--- config.mk ---
export PLATFORM = sky130hd
export DESIGN_NAME = integer_to_text_radix_top
export DESIGN_NICKNAME = d
export VERILOG_FILES = /design/src/hw/rtl/itr_pkg.sv /design/src/hw/rtl/integer_to_text_radix_top.sv /design/src/hw/rtl/itr_div.sv /design/src/hw/rtl/itr_store.sv
export SDC_FILE = /design/constraint.sdc
export NUM_CORES = 1
export LEC_CHECK = 0
export ABC_AREA = 1
export CAP_MARGIN = 20
export CORE_AREA = 2 2 162 164
export DETAILED_ROUTE_END_ITERATION = 7
export DIE_AREA = 0 0 164 166
export DONT_BUFFER_PORTS = 1
export PLACE_DENSITY = 0.82
export SETUP_SLACK_MARGIN = 0.05
export SLEW_MARGIN = 20
export SYNTH_ARGS = -nofsm -noshare
export SYNTH_HDL_FRONTEND = slang
export SYNTH_HIERARCHICAL = 1
export SYNTH_SLANG_ARGS = --single-unit
--- constraint.sdc ---
create_clock -name clk -period 2.5 [get_ports clk]
set_input_delay 0.25 -clock clk [delete_from_list [all_inputs] [get_ports clk]]
set_output_delay 0.25 -clock clk [all_outputs]
set_load 0.02 [all_outputs]
--- src/hw/rtl/itr_pkg.sv ---
// Shared constants and the digit lookup for the radix text converter.
package itr_pkg;

  localparam int VALUE_BITS_DEF = 32;
  localparam int RADIX_W        = 5;
  localparam int CHAR_W         = 7;

  localparam logic [RADIX_W-1:0] RADIX_MIN = 5'd2;
  localparam logic [RADIX_W-1:0] RADIX_MAX = 5'd16;

  localparam logic [CHAR_W-1:0] CHAR_MINUS = 7'h2d;

  // Map one digit value to its lower-case ASCII character.
  function automatic logic [CHAR_W-1:0] digit_char(input logic [3:0] d);
    logic [CHAR_W-1:0] c;
    case (d)
      4'd0:    c = 7'h30;
      4'd1:    c = 7'h31;
      4'd2:    c = 7'h32;
      4'd3:    c = 7'h33;
      4'd4:    c = 7'h34;
      4'd5:    c = 7'h35;
      4'd6:    c = 7'h36;
      4'd7:    c = 7'h37;
      4'd8:    c = 7'h38;
      4'd9:    c = 7'h39;
      4'd10:   c = 7'h61;
      4'd11:   c = 7'h62;
      4'd12:   c = 7'h63;
      4'd13:   c = 7'h64;
      4'd14:   c = 7'h65;
      4'd15:   c = 7'h66;
      default: c = 7'h30;
    endcase
    return c;
  endfunction

endpackage

--- src/hw/rtl/integer_to_text_radix_top.sv ---
// Top level: converts an integer to ASCII text in radix 2 to 16, one character per beat.
//
//  channel | ports                                   | direction | handshake
//  --------+-----------------------------------------+-----------+--------------------------
//  input   | in_value, in_radix, in_is_signed        | in        | start high, busy low
//  result  | out_character, out_last                 | out       | out_valid, one cycle each
//
// Each digit comes from the bit-serial divider; a minus sign, if any, is written after the
// digits, and the characters are then replayed from the store, so the block takes no new item
// while busy is high; 1 to VALUE_BITS+1 beats per item.
// Reset (rst_n low, synchronous) returns the sequencer to idle; the store needs no clearing.
// The receiver cannot stall: characters leave at one per cycle once replay begins.
module integer_to_text_radix_top #(
  parameter int VALUE_BITS = itr_pkg::VALUE_BITS_DEF
) (
  input  logic                          clk,
  input  logic                          rst_n,
  input  logic                          start,
  output logic                          busy,
  input  logic [VALUE_BITS-1:0]         in_value,
  input  logic [itr_pkg::RADIX_W-1:0]   in_radix,
  input  logic                          in_is_signed,
  output logic                          out_valid,
  output logic [itr_pkg::CHAR_W-1:0]    out_character,
  output logic                          out_last
);

  localparam int AW = $clog2(VALUE_BITS + 1);
  localparam int CW = $clog2(VALUE_BITS + 2);
  localparam int RW = itr_pkg::RADIX_W;

  localparam logic [1:0] ST_IDLE = 2'd0;
  localparam logic [1:0] ST_DIV  = 2'd1;
  localparam logic [1:0] ST_SIGN = 2'd2;
  localparam logic [1:0] ST_EMIT = 2'd3;

  logic [1:0]              state_r, state_nxt;
  logic [CW-1:0]           cnt_r, cnt_nxt;
  logic                    neg_r, neg_nxt;
  logic [RW-1:0]           radix_r, radix_nxt;
  logic                    valid_r, valid_nxt;
  logic                    last_r, last_nxt;

  logic [RW-1:0]           radix_sat;
  logic                    in_neg;
  logic [VALUE_BITS-1:0]   in_mag;

  logic                    div_start;
  logic [VALUE_BITS-1:0]   div_dividend;
  logic [RW-1:0]           div_radix;
  logic                    div_done;
  logic [VALUE_BITS-1:0]   div_quot;
  logic [RW-1:0]           div_rem;

  logic                    wr_en;
  logic [AW-1:0]           wr_addr;
  logic [itr_pkg::CHAR_W-1:0] wr_data;
  logic                    rd_en;
  logic [AW-1:0]           rd_addr;
  logic [CW-1:0]           cnt_dec;

  // Saturate the radix and take the magnitude of the value.
  always_comb begin
    if (in_radix < itr_pkg::RADIX_MIN) begin
      radix_sat = itr_pkg::RADIX_MIN;
    end else if (in_radix > itr_pkg::RADIX_MAX) begin
      radix_sat = itr_pkg::RADIX_MAX;
    end else begin
      radix_sat = in_radix;
    end
    in_neg = in_is_signed & in_value[VALUE_BITS-1];
    in_mag = in_neg ? (~in_value + {{(VALUE_BITS-1){1'b0}}, 1'b1}) : in_value;
  end

  assign cnt_dec = cnt_r - 1'b1;

  // Sequence divide steps, the sign, then replay the store backwards.
  always_comb begin
    state_nxt    = state_r;
    cnt_nxt      = cnt_r;
    neg_nxt      = neg_r;
    radix_nxt    = radix_r;
    valid_nxt    = 1'b0;
    last_nxt     = 1'b0;
    div_start    = 1'b0;
    div_dividend = div_quot;
    div_radix    = radix_r;
    wr_en        = 1'b0;
    wr_addr      = cnt_r[AW-1:0];
    wr_data      = itr_pkg::digit_char(div_rem[3:0]);
    rd_en        = 1'b0;
    rd_addr      = cnt_dec[AW-1:0];
    case (state_r)
      ST_IDLE: begin
        if (start) begin
          div_start    = 1'b1;
          div_dividend = in_mag;
          div_radix    = radix_sat;
          radix_nxt    = radix_sat;
          neg_nxt      = in_neg;
          cnt_nxt      = '0;
          state_nxt    = ST_DIV;
        end
      end
      ST_DIV: begin
        if (div_done) begin
          wr_en   = 1'b1;
          cnt_nxt = cnt_r + 1'b1;
          if (div_quot != '0) begin
            div_start = 1'b1;
          end else if (neg_r) begin
            state_nxt = ST_SIGN;
          end else begin
            state_nxt = ST_EMIT;
          end
        end
      end
      ST_SIGN: begin
        wr_en     = 1'b1;
        wr_data   = itr_pkg::CHAR_MINUS;
        cnt_nxt   = cnt_r + 1'b1;
        state_nxt = ST_EMIT;
      end
      ST_EMIT: begin
        rd_en     = 1'b1;
        cnt_nxt   = cnt_dec;
        valid_nxt = 1'b1;
        if (cnt_r == CW'(1)) begin
          last_nxt  = 1'b1;
          state_nxt = ST_IDLE;
        end
      end
      default: begin
        state_nxt = ST_IDLE;
      end
    endcase
  end

  // Hold control state.
  always_ff @(posedge clk) begin
    if (!rst_n) begin
      state_r <= ST_IDLE;
      cnt_r   <= '0;
      valid_r <= 1'b0;
      last_r  <= 1'b0;
    end else begin
      state_r <= state_nxt;
      cnt_r   <= cnt_nxt;
      valid_r <= valid_nxt;
      last_r  <= last_nxt;
    end
  end

  // Hold per-item operands.
  always_ff @(posedge clk) begin
    neg_r   <= neg_nxt;
    radix_r <= radix_nxt;
  end

  itr_div #(
    .VALUE_BITS (VALUE_BITS)
  ) u_div (
    .clk       (clk),
    .rst_n     (rst_n),
    .start     (div_start),
    .dividend  (div_dividend),
    .radix     (div_radix),
    .done      (div_done),
    .quotient  (div_quot),
    .remainder (div_rem)
  );

  itr_store #(
    .VALUE_BITS (VALUE_BITS)
  ) u_store (
    .clk     (clk),
    .wr_en   (wr_en),
    .wr_addr (wr_addr),
    .wr_data (wr_data),
    .rd_en   (rd_en),
    .rd_addr (rd_addr),
    .rd_data (out_character)
  );

  assign busy      = (state_r != ST_IDLE);
  assign out_valid = valid_r;
  assign out_last  = last_r;

endmodule

--- src/hw/rtl/itr_div.sv ---
// Bit-serial restoring divider: divides a value by a small radix, one bit per cycle.
module itr_div #(
  parameter int VALUE_BITS = itr_pkg::VALUE_BITS_DEF
) (
  input  logic                          clk,
  input  logic                          rst_n,
  input  logic                          start,
  input  logic [VALUE_BITS-1:0]         dividend,
  input  logic [itr_pkg::RADIX_W-1:0]   radix,
  output logic                          done,
  output logic [VALUE_BITS-1:0]         quotient,
  output logic [itr_pkg::RADIX_W-1:0]   remainder
);

  localparam int SW = (VALUE_BITS > 1) ? $clog2(VALUE_BITS) : 1;
  localparam int RW = itr_pkg::RADIX_W;

  logic [VALUE_BITS-1:0] q_r;
  logic [RW-1:0]         rem_r;
  logic [RW-1:0]         radix_r;
  logic                  busy_r;
  logic                  done_r;
  logic [SW-1:0]         step_r;

  logic [RW:0]           trial;
  logic [RW:0]           diff;
  logic                  fits;
  logic [RW-1:0]         rem_nxt;

  // Shift the next dividend bit into the partial remainder and try a subtract.
  always_comb begin
    trial   = {rem_r, q_r[VALUE_BITS-1]};
    diff    = trial - {1'b0, radix_r};
    fits    = (trial >= {1'b0, radix_r});
    rem_nxt = fits ? diff[RW-1:0] : trial[RW-1:0];
  end

  // Sequence the steps and pulse done after the last one.
  always_ff @(posedge clk) begin
    if (!rst_n) begin
      busy_r <= 1'b0;
      done_r <= 1'b0;
      step_r <= '0;
    end else begin
      done_r <= 1'b0;
      if (start) begin
        busy_r <= 1'b1;
        step_r <= '0;
      end else if (busy_r) begin
        step_r <= step_r + 1'b1;
        if (step_r == SW'(VALUE_BITS - 1)) begin
          busy_r <= 1'b0;
          done_r <= 1'b1;
        end
      end
    end
  end

  // Load operands, then shift quotient bits in from the right.
  always_ff @(posedge clk) begin
    if (start) begin
      q_r     <= dividend;
      rem_r   <= '0;
      radix_r <= radix;
    end else if (busy_r) begin
      q_r   <= {q_r[VALUE_BITS-2:0], fits};
      rem_r <= rem_nxt;
    end
  end

  assign done      = done_r;
  assign quotient  = q_r;
  assign remainder = rem_r;

endmodule

--- src/hw/rtl/itr_store.sv ---
// Character store: one write port and one registered read port.
module itr_store #(
  parameter int VALUE_BITS = itr_pkg::VALUE_BITS_DEF
) (
  input  logic                                      clk,
  input  logic                                      wr_en,
  input  logic [$clog2(VALUE_BITS+1)-1:0]           wr_addr,
  input  logic [itr_pkg::CHAR_W-1:0]                wr_data,
  input  logic                                      rd_en,
  input  logic [$clog2(VALUE_BITS+1)-1:0]           rd_addr,
  output logic [itr_pkg::CHAR_W-1:0]                rd_data
);

  localparam int DEPTH = VALUE_BITS + 1;

  logic [itr_pkg::CHAR_W-1:0] mem_r [DEPTH];
  logic [itr_pkg::CHAR_W-1:0] rd_data_r;

  // Write one character.
  always_ff @(posedge clk) begin
    if (wr_en) begin
      mem_r[wr_addr] <= wr_data;
    end
  end

  // Register the read data.
  always_ff @(posedge clk) begin
    if (rd_en) begin
      rd_data_r <= mem_r[rd_addr];
    end
  end

  assign rd_data = rd_data_r;

endmodule

* Word level (Yosys, flattened, before mapping) *
Memories as Yosys holds them, arrays and structs flattened. A register that Yosys moved wholly into a read port is not among the register bits.
Cells that the tools add are included.

storage, ports and cells
  ROM bits = 96
  bits of input ports = 41
  memories = 2
  output and inout bits = 10
  bits in writable memories = 231
  bits in registers = 65

memories
  memory           words  width  read ports  clocked after memory_dff  write ports  RTL line         RTL
  u_store.mem_r    33     7      1           1                         1            itr_store.sv:16  logic [itr_pkg::CHAR_W-1:0] mem_r [DEPTH];
  (no name shown)  16     6      1           1                         0            itr_pkg.sv:16    case (d)

cells by class
  reductions and logical operators = 11
  equality and inequality tests = 11
  add/subtract/negate cells = 5
  bitwise operators = 4
  mux-type cells = 36
  magnitude comparators = 3

operators by type and width
  operator                                                                      number
  32-bit 2-to-1 mux                                                             5
  32-bit by 1-bit adder with 32-bit output, second input constant               1
  32-bit inverter                                                               1
  32-bit nonzero test                                                           1
  5-bit 2-to-1 mux                                                              5
  6-bit one-hot mux with 4 select lines                                         1
  1-bit 2-to-1 mux                                                              13
  6-bit 2-to-1 mux                                                              2
  2-bit 2-to-1 mux                                                              4
  4-bit 2-to-1 mux                                                              2
  2-bit inequality test, second input constant                                  4
  2-bit one-hot mux with 4 select lines                                         1
  7-bit 2-to-1 mux                                                              1
  6-bit by 1-bit adder with 6-bit output, second input constant                 1
  6-bit by 1-bit == test with 1-bit output, second input constant               1
  6-bit by 5-bit greater-or-equal comparator with 1-bit output                  1
  2-bit AND reduction                                                           3
  6-bit by 1-bit subtractor with 6-bit output, second input constant            1
  5-bit by 1-bit adder with 5-bit output, second input constant                 1
  5-bit == test, second input constant                                          1
  5-bit > comparator, second input constant                                     1
  5-bit by 2-bit less-than comparator with 1-bit output, second input constant  1
  5-bit subtractor                                                              1
  2-bit == test, second input constant                                          2
  11 further kinds                                                              15

* Logic depth before layout (Yosys ltp) *
  depth in word-level cells = 6
  mapped depth = 13

* Cells and area by module *
The synthesis kept the hierarchy.

modules (own cells, without submodules)
  module                     area each (um2)  cells each  instances
  itr_store                  9753.1           827         1
  integer_to_text_radix_top  2453.6           460         1
  itr_div                    2314.7           249         1

* Least setup slack after synthesis *
OpenSTA, ideal clock, no wires.

  path type = reg2reg
  start = register state_r[0]
  end = register u_div.q_r[0] (netlist: u_div/quotient[0]) (enable)
  setup time = 0.403 ns
  setup slack = -0.251 ns
  cell stages (with the launch flop) = 9
  buffers on the path = 2
  arrival = 2.349 ns
  clock period less this slack = 2.751 ns
  data required time = 2.097 ns
  cells stage by stage = dfxtp_1 inv_1 ha_1 nand2_1 clkbuf_1 o21ai_0 clkbuf_8 nor2_1 inv_1

on the way
  longest elaborated chain between the ends = 4
  elaborated cells between the ends (all ways) = 7
  classes of those cells = eq/ne (3); mux (1); reduce/logical (3)

ends and longest elaborated chain
  element                                                                             RTL line                          RTL
  from (decl)                                                                         integer_to_text_radix_top.sv:37   logic [1:0] state_r, state_nxt;
  from (signal assigned)                                                              integer_to_text_radix_top.sv:147  state_r <= state_nxt;
  2-bit by 1-bit == test with 1-bit output or 2-bit zero test (tied branches)         integer_to_text_radix_top.sv:93   case (state_r)
  1-bit one-hot mux with 2 select lines *                                             integer_to_text_radix_top.sv:93
  net div_start                                                                       integer_to_text_radix_top.sv:48   logic div_start;
  2-bit by 1-bit inequality test with 1-bit output (no line) (tied with other cells)  --
  3-bit AND reduction (no line) *                                                     --
  to (signal assigned)                                                                itr_div.sv:62                     q_r <= dividend;
  to (signal assigned)                                                                itr_div.sv:66                     q_r <= {q_r[VALUE_BITS-2:0], fits};
  to (decl)                                                                           itr_div.sv:18                     logic [VALUE_BITS-1:0] q_r;

The timed path passes the listed nets; every way through them passes the cells marked *.
A chain may end at the register's enable or synchronous reset.

* Final worst setup path *
  start = register cnt_r[0]
  end = register u_store.rd_data_r (netlist bit u_store/rd_data[1]) (read register of u_store.mem_r), data pin

on the way
  longest elaborated chain between the ends = 1

ends and longest elaborated chain
  element                                      RTL line                          RTL
  from (decl)                                  integer_to_text_radix_top.sv:38   logic [CW-1:0] cnt_r, cnt_nxt;
  from (signal assigned)                       integer_to_text_radix_top.sv:148  cnt_r <= cnt_nxt;
  6-bit by 1-bit subtractor with 6-bit output  integer_to_text_radix_top.sv:75   assign cnt_dec = cnt_r - 1'b1;
  net cnt_dec[0]                               integer_to_text_radix_top.sv:60   logic [CW-1:0] cnt_dec;
  to (decl)                                    itr_store.sv:17                   logic [itr_pkg::CHAR_W-1:0] rd_data_r;

The timed path passes the listed nets, and every way through them passes these cells.

==> results.tsv <==
metric	value	unit
vias	11300	
clock_slew_at_reported_path_ffs	60	ps
drc_errors	0	
finalWeightedCongestion	0.910	
worstHoldStart	in_radix[4]	
grt_pass1_wl	55.7	mm
placed_cell_count	1904	
worst_setup_path_startpoint	cnt_r[0]	
final.period_utilization	0.938	
grtUsageTotal	0.259	
clock_sink_count	303	
leakage	6.52	nW
full_die_area	27200	um^2
timing.critical_path.to_type	register	
design.core.area	25600	um^2
yosys_most_used_dff	edfxtp_1	
route.detailed.wl_per_inst	17.8	um
cp_max_fo	25	
timing.setup.tns	0	ps
std_cell_rows	59	
vdd.ir_drop.worst	0.00105	V
setup_viol	0	
yosysUniqueCellTypes	48	
criticalPathCategory	reg2reg	
post_synth_instance_area	14500	um^2
class_of_the_most_critical_hold_timing_path	in2reg	
vias_in_the_first_global_route	10900	
critPathMaxStageDelay	370	ps
flop_and_latch_count_out_of_synthesis	303	
clock.fmax	426	MHz
synth_enable_flop_cells	276	
cap_viol_max_count	0	
finalClockSkew	25.5	ps
finalInstanceArea	16300	um^2
drt_iter0_drc	1447	
worstPathRequired	2820	ps
slew_headroom	0.428	
ffs_w_async_s_r_synth	0	
initial_core_util	0.567	
antenna_violating_nets_post_route	0	
die_w	164	um
place_area	15300	um^2
arrival	2660	ps
grt_max_degree	116	
timing.critical_path.cells	clkinv_2 -> ha_1 -> clkinv_1 -> inv_2 -> buf_12 -> nand3_1 -> nand3_1 -> nand2_1 -> nand2_1 -> nand3_1 -> nand3_1 -> nand2_1	
r2r-start	cnt_r[0]	
grt_overflow	0	
worst_path_most_repeated_cell	nand3_1	
synth.avg_cell_area	9.45	um^2
portBuffers	0	
number_of_buffers_inserted_during_clock_tree_synthesis	30	
yosysWarnings	6	
critical_path.startpoint_type	register	
htree_levels	1	
stdcell_count	1969	
tightest_slew	858	ps
route.final.wire_length	35.1	mm
dr.pass1.iters	7	
critPathSlowestCell	dfxtp_1	
number_of_endpoints_with_negative_hold_slack_in_the_final_report	0	
p_per_area	1070	nW/um^2
slew_violations	0	
insertedDiodeCount	0	
seq_area_frac_synth	0.608	
cts_buffer_depth	3	
detailed_place_hpwl	23.0	mm
grt_antenna_before_repair	0	
die_height	166	um
grt_setup_unrepaired	no	
clkLatencyLatePin	560	ps
outcome	completed	
area_delta_synth_final	12.6	%
layout_min_cycle_time	2350	ps
design.portCount	51	
layout_cells_sized_above_1	0.0967	
route.detailed.vias_per_inst	5.73	
tritoncts	done	
synth_cells	1536	
clk_root_buffer_cell	clkbuf_16	
hold_slack	66.6	ps
nNetsFinal	1672	
[what timing repair did]
item / CTS / global route
hold endpoints to repair: 26 / 0
hold buffers: 11 / 0
buffers inserted: 0 / 0
setup endpoints to repair: 0 / 113
gates resized for setup: 0 / 5
[logic make-up (layout without fill, tap and decap cells)]
family	Yosys count	after routing	share of synthesized area
AO/OA/AOI/OAI	81	81	0.0308
AND/OR/NAND/NOR	973	973	0.285
flip-flops	303	303	0.608
XOR/XNOR	18	18	0.0109
buffers and inverters	142	208	0.0489
adder cells (fa/ha/maj)	18	18	0.0160
other	1	33	0.000258
[path summary, 6_finish.rpt]
path	endpoint	slack, ps	depth (start not counted)
min	u_div/radix_r[0]	70	3
max	u_store/rd_data[1]	150	12
max reg2reg	u_store/rd_data[1]	150	12
min reg2reg	radix_r[1]	470	2
[worst max-delay path, delay by kind of cell (launching register included)]
kind                       cells  cell delay (ps)
and+or+nand+nor                7              700
DFF                            1              370
buffers and inverters          4              640
adders and majority gates      1              340
[cell usage in the layout, fill, tap and decap left out, types with 5 or more instances in the layout]
master and count:
conb_1 33, ha_1 17, edfxtp_1 276, o21ai_0 16, nor2_2 7, a21oi_1 38, clkinv_1 7, nor2_1 132
nand2_1 555, inv_2 10, buf_12 5, nand3_1 239, xor2_1 13, inv_1 60, buf_4 62, clkinv_2 5
dfxtp_1 27, o21ai_1 8, clkbuf_1 9, clkbuf_16 31, dlygate4sd3_1 11, nand2_2 8, nand4_1 7
[registers in the layout (all words and copies together) (netlist names)]
signal           count
cnt_r                6
neg_r                1
out_last             1
out_valid            1
radix_r              5
state_r              2
u_div/busy_r         1
u_div/done           1
u_div/quotient      32
u_div/radix_r        5
u_div/remainder      5
u_div/step_r         5
u_store/mem_r      231
u_store/rd_data      7
[where the power goes]
group	internal, W	switching (W)
clock network	0.00251	0.00183
logic	0.00183	0.00421
registers	0.00679	0.000389
[per-stage QoR]
stage | power [W] | utilization | setup slack, ps
CTS | 0.0175 | 0.637 | 122
global placement | 0.0129 | 0.596 | 244
floorplan | 0.0114 | - | 87.8
detailed placement | 0.0131 | 0.596 | 159
finish | 0.0176 | 0.638 | 154
global route | 0.0185 | 0.638 | 5.50
[Yosys cell counts, types with 11 or more instances]
library cell | instances | area, um^2
ha_1 | 17 | 213
nor2_1 | 134 | 503
clkbuf_1 | 13 | 48.8
dfxtp_1 | 27 | 541
nand3_1 | 239 | 1200
buf_2 | 28 | 140
xor2_1 | 15 | 131
nand2_1 | 557 | 2090
buf_6 | 11 | 124
edfxtp_1 | 276 | 8290
inv_1 | 64 | 240
a21oi_1 | 40 | 200
o21ai_0 | 18 | 90.1
[layer usage]
metal | track usage | share of wire | vias to the layer above
met5 | 0 | 0 | -
met4 | 0.0946 | 0.040 | 0
met3 | 0.0362 | 0.086 | 113
met2 | 0.455 | 0.50 | 652
met1 | 0.326 | 0.37 | 5227
li1 | - | - | 5283
[final cells by class]
type / count / area (um^2)
clock buffers: 39 / 785
clock inverters: 14 / 153
fillers: 1933 / 9270
inverters: 76 / 295
multi-input cells: 1123 / 5170
flip-flops and latches: 303 / 8830
well taps: 335 / 419
repair buffers: 79 / 701
Power figures use the tool's default switching activity.
